## config.mk

```make
export PLATFORM = sky130hd
export DESIGN_NAME = lso_mac
export DESIGN_NICKNAME = d
export VERILOG_FILES = /design/src/rtl/lso_pkg.sv /design/src/rtl/lso_mac.sv
export SDC_FILE = /design/constraint.sdc
export NUM_CORES = 2
export LEC_CHECK = 0
export BUFFER_PORTS_ARGS = -buffer_cell sky130_fd_sc_hd__buf_2
export CAP_MARGIN = 5
export CORE_AREA = 2 2 307 309
export DETAILED_ROUTE_END_ITERATION = 12
export DIE_AREA = 0 0 309 311
export GPL_TIMING_DRIVEN = 0
export PLACE_DENSITY = 0.65
export SLEW_MARGIN = 20
export SYNTH_ARGS = -nofsm -noshare
export SYNTH_HDL_FRONTEND = slang
export SYNTH_SLANG_ARGS = --single-unit
```

## constraint.sdc

```tcl
create_clock -name clk_i -period 10.1 [get_ports clk_i]
set_clock_uncertainty 0.05 [all_clocks]
set_input_delay 2.02 -clock clk_i [delete_from_list [all_inputs] [get_ports clk_i]]
set_output_delay 2.02 -clock clk_i [all_outputs]
set_load 0.01 [all_outputs]
```

## src/rtl/lso_pkg.sv

```systemverilog
// ----------------------------------------------------------------------------
// lso_pkg
// Shared types and codes for the state observer.
// ----------------------------------------------------------------------------
package lso_pkg;

  typedef enum logic [1:0] {
    KIND_COEF  = 2'd0,
    KIND_STATE = 2'd1,
    KIND_STEP  = 2'd2,
    KIND_CLEAR = 2'd3
  } kind_e;

  typedef enum logic [2:0] {
    MAT_A = 3'd0,
    MAT_B = 3'd1,
    MAT_C = 3'd2,
    MAT_D = 3'd3,
    MAT_L = 3'd4
  } mat_e;

  typedef enum logic [1:0] {
    CFG_STATES  = 2'd0,
    CFG_INPUTS  = 2'd1,
    CFG_OUTPUTS = 2'd2
  } cfg_e;

  // Phases of one sample: estimate output, then update state.
  typedef enum logic [2:0] {
    ST_IDLE,
    ST_YHAT,
    ST_XNEW,
    ST_CLEAR,
    ST_OUT
  } state_e;

  // Term source of one product.
  typedef enum logic [1:0] {
    SRC_X,
    SRC_U,
    SRC_E
  } src_e;

  // Shared MAC control.
  typedef struct packed {
    logic clr;
    logic acc;
  } mac_ctl_t;

endpackage

```

## src/rtl/lso_mac.sv

```systemverilog
// ----------------------------------------------------------------------------
// lso_mac
// Registered 32x32 multiply with floor shift and 64-bit accumulator.
// ----------------------------------------------------------------------------
module lso_mac #(
  parameter int FRAC_BITS = 16
) (
  input  logic                clk_i,
  input  logic                rst_ni,
  input  lso_pkg::mac_ctl_t   ctl_i,
  input  logic signed [31:0]  a_i,
  input  logic signed [31:0]  b_i,
  output logic signed [63:0]  acc_o
);
  logic signed [63:0] prod_q, acc_q;
  logic               vld_q;

  always_ff @(posedge clk_i or negedge rst_ni) begin
    if (!rst_ni) begin
      vld_q <= 1'b0;
      acc_q <= '0;
    end else begin
      vld_q <= ctl_i.acc;
      if (ctl_i.clr) begin
        acc_q <= '0;
      end else if (vld_q) begin
        acc_q <= acc_q + (prod_q >>> FRAC_BITS);
      end
    end
  end

  always_ff @(posedge clk_i) begin
    prod_q <= 64'(a_i) * 64'(b_i);
  end

  assign acc_o = acc_q;
endmodule

```

Yosys cells after proc, flatten, opt, wreduce, memory -nomap -nowiden
Index checks and enable logic that the tools add are counted.
{"block": "classes", "n_addsub": 1, "multipliers": 1, "n_mux": 2, "reduce_logical": 1}
{"op": "$mux W64", "n": 2}
{"op": "$add A64 B48 Y64", "n": 1}
{"op": "$mul A32 B32 Y64", "n": 1}
{"op": "$reduce_bool A2 Y1", "n": 1}
{"block": "totals", "regBits": 129, "input_bits": 68, "out_inout_bits": 64, "elab_cells": 8}

Longest topological paths before layout
{"block": "depth", "word_depth": 3, "ltp_mapped": 30}

Worst setup path before layout
OpenSTA, ideal clock, no wires.
{"block": "synth_timing", "kind": "input-to-reg", "start": "input a_i[31]", "end": "register prod_q[63]", "setup_ps": 121, "arrival_ps": 9432, "required_time_ps": 9929, "path_slack_ps": 497, "path_stages": 26, "cell_sequence": "clkbuf_1 nand2_1 inv_1 fa_1 inv_1 fa_1 inv_1 fa_1 fa_1 inv_1 fa_1 inv_1 fa_1 fa_1 fa_1 ha_1 a21o_1 a21o_1 a21o_1 a21oi_1 o21ai_0 a2111oi_0 o21ai_0 a21oi_1 o21bai_1 xnor2_1"}
{"block": "synth_between", "elab_chain_len": 1}
{"item": "start: declaration", "line_no": "lso_mac.sv:11", "text": "input logic signed [31:0] a_i,"}
{"item": "$mul A32 B32 Y64", "line_no": "lso_mac.sv:33", "text": "prod_q <= 64'(a_i) * 64'(b_i);"}
{"item": "end signal: assignment", "line_no": "lso_mac.sv:33"}
{"item": "end: declaration", "line_no": "lso_mac.sv:15", "text": "logic signed [63:0] prod_q, acc_q;"}
Every way passes these cells.
A chain may end at the register's enable or synchronous reset.

Worst setup path after layout
{"block": "layout_timing", "start": "input b_i[17]", "end": "register prod_q[61]"}
{"block": "layout_between", "elab_chain_len": 1}
{"item": "start: declaration", "line_no": "lso_mac.sv:12", "text": "input logic signed [31:0] b_i,"}
{"item": "$mul A32 B32 Y64", "line_no": "lso_mac.sv:33"}
Every way passes these cells.

==> results.md <==
* Outcome: complete, no violations
* Initial Utilization at 45.7%
* Total Routing Usage GR at 32.0%
* Period utilization at 97.7%
* Crit end category: flop
* Slowest cell on crit path: fa_2
* Vias per cell at ~5.5
* Total die area at between 0.09 and 0.1 mm²
* Hold WC Path Type: reg2reg
* Post-route ant nets at 0
* Ranking of synthesized cells by area: fa_1 (51%), inv_1 (8.9%), and2_1 (7.3%)
* Synth top area share at 51.1%
* RePlAce Congestion at 1.03
* Nets@finish at 6074
* Layout cells sized above 1 at 6.80%
* Buffers on Ports at 130
* WP data arrival at 10.15 ns
* Clock Sinks at ~110
* Root Driver: clkbuf_16
* Worst R2R End: acc_o[61]$_DFFE_PN0P_
* Final min period at 9.87 ns
* Area growth syn-to-layout at 7.51%
* Netlist cell types at 70
* Wire length per cell at 25.2 µm
* Pre-CTS setup slack at -1.44 ns
* RR Startpoint: acc_o[11]$_DFFE_PN0P_
* WHS at between 0.4 and 0.5 ns
* Synth Register Bits at roughly 110
* H-tree depth at 4
* Post-route cell area at approximately 0.046 mm²
* Crit Path Max Fanout at 10
* Worst Hold Endpoint: acc_o[47]$_DFFE_PN0P_
* Syn_nets at 5914
* Top_reg_cell synth: dfrtp_1
* Hold Path Origin: acc_o[47]$_DFFE_PN0P_
* Max Clk Rate at just over 100 MHz
* Most frequent CP cell: fa_1
* CTS buffer count at 17
* Relative slew margins at 23.8%
* Crit path kind: in2reg
* Critical Path Source Type: input port
* Ys Warns at 0
* # setup viols final at 0
* Cell count after synthesis at 4521
* First-pass GRT wire length at 223000 µm
* Max Cap Viol at 0
* Drc violations at 0
* Reg2Reg Depth at 12
* Crit path buffers/inverters at 4
* Max-slew violations at 0
* CP top delay family: adder cells
* Overflow after GRT at 0
* Num rows at around 110
* Final hold violations at 0
* Fillers at 8929
* Unrepaired setup endpoints after global routing: yes
* Leading area contributor after synthesis: fa_1
* Syn Area/Cell at 9.37 µm²
* Detailed-route via count at ~33000
* Initial antenna violation count at 13
* Die width at around 310 µm
* Clock buffer depth at 2
* Ports at 132
* CP required at 10.37 ns
* Post-synth EDFFs at 0
* Post-synth ARST share at 57.5%
* Vias in the first global route at between 30000 and 40000
* Crit-path max cell delay at a little over 0.7 ns
* Largest net degree at the start of global routing at 52
* CTS tree: done
* Number of cells on the worst hold path at 2
* FF-to-FF setup slack at 5.79 ns
* Post-synthesis sequential area ratio at 6.11%
* Post-DP Area at 0.0446 mm²
* Core Footprint at 0.0928 mm²
* DP HPWL at ~130000 µm
* Clk slew on worst S/H paths at 0.07 ns
* Slew @ Worst Pin at 1.14 ns
* Cell Area, Synth at 0.0424 mm²
* Starting DRT DRC Count at 3263
* Total negative slack at 0 ns
* Chip height at 311 µm
* Min setup slack post-route at 0.228 ns
* Routed WL at 150000 µm
* DRT Pass-1 Iters at 6
* Clk_lat worst skew at around 0.44 ns
==> logic make-up after synthesis <==
| group | after synthesis | synth area share, % |
|---|---|---|
| AOI/OAI and AO/OA | 382 | 6.07 |
| DFF | 113 | 6.11 |
| and+or+nand+nor | 1321 | 15.4 |
| adders and majority gates | 1325 | 58.3 |
| xor gates and xnor gates | 109 | 2.25 |
| buffers and inverters | 1230 | 10.9 |
| muxes | 41 | 0.969 |
==> layout by cell type, fill, tap and decap left out, types with 15 or more instances in the layout <==
cell	count
ha_1	243
nand2b_1	18
clkbuf_1	114
o21ai_0	54
inv_1	997
xor2_1	40
mux2i_1	41
clkbuf_16	17
dfrtp_1	65
nand3_1	33
and2_1	494
fa_1	1072
xnor2_1	69
nand4_1	15
a21o_1	77
a21oi_1	110
buf_2	133
nor2_1	122
nor3_1	17
nand2_1	568
dfxtp_1	48
clkbuf_2	96
a211oi_1	20
o21bai_1	17
==> metrics by stage <==
stage / utilization, % / instances
floorplan: - / 4521
global placement: 48.1 / 5905
detailed placement: 48.1 / 5907
CTS: 48.9 / 5945
global route: 49.1 / 5949
finish: 49.1 / 5952
==> routing by layer <==
metal / vias to the layer above / wire (µm) / GRT usage (%)
met2: 1965 / 64400 / 47.6
li1: 13732 / - / -
met3: 370 / 20100 / 10.7
met1: 16707 / 58300 / 43.3
met5: - / 118 / 0
met4: 10 / 7310 / 12.4
==> cell usage after synthesis, types with 4 or more instances <==
cell type,n
a2111oi_0,5
a211o_1,7
a211oi_1,20
a21boi_0,5
a21o_1,77
a21oi_1,111
a31oi_1,14
and2_1,494
and3_1,10
and4b_1,4
clkbuf_1,225
dfrtp_1,65
dfxtp_1,48
fa_1,1082
ha_1,243
inv_1,1002
mux2i_1,41
nand2_1,568
nand2b_1,18
nand3_1,33
nand3b_1,6
nand4_1,15
nor2_1,123
nor2b_1,14
nor3_1,17
nor4b_1,5
o211ai_1,9
o21a_1,9
o21ai_0,56
o21bai_1,17
o31ai_1,5
or3_1,6
xnor2_1,69
xor2_1,40
==> repair_timing <==
item,CTS,global route
setup endpoints to repair,15,12
hold buffers,0,0
pin swaps,3,3
buffers inserted,6,4
resized for setup,80,131
==> worst register-to-register path, stage by stage (launching register included) <==
cell	delay [ns]
dfrtp_1	0.40
ha_1	0.41
nand4_1	0.20
nor3_1	0.19
o211ai_1	0.17
o21ai_0	0.51
a21oi_1	0.29
o31ai_2	0.53
a31oi_1	0.30
o31ai_2	0.49
a41oi_1	0.22
and4b_1	0.23
a211o_1	0.22
==> cell type report <==
| type | instances | area, µm² | area share (%) |
|---|---|---|---|
| sequential | 113 | 2590 | 5.68 |
| clock buffer | 17 | 425 | 0.934 |
| timing repair buffer | 142 | 798 | 1.75 |
| antenna | 4 | 10.0 | 0.0220 |
| clock inverter | 15 | 128 | 0.280 |
| inverter | 1002 | 3770 | 8.28 |
| multi-input combinational | 3178 | 35200 | 77.4 |
| tap | 1254 | 1570 | 3.45 |
| buffer | 227 | 1010 | 2.23 |
==> how the worst max path moves through the flow <==
stage	endpoint	depth (start not counted)	slack [ns]	start
2_1_floorplan	prod_q[63]$_DFF_P_	26	0.50	a_i[31]
3_3_place_gp	prod_q[63]$_DFF_P_	27	-1.69	b_i[5]
3_5_place_dp	prod_q[63]$_DFF_P_	26	-1.44	b_i[7]
4_1_cts	prod_q[61]$_DFF_P_	25	0.003	b_i[24]
5_1_grt	prod_q[45]$_DFF_P_	28	-0.04	b_i[5]
6_report	prod_q[61]$_DFF_P_	25	0.23	b_i[17]
==> flip-flops by register name (all words and copies together) (netlist names) <==
name / flops
acc_o: 64
vld_q: 1
prod_q: 48
Power is not shown: default switching activity piles up to over one toggle a cycle in this logic, so the estimate is an artifact.
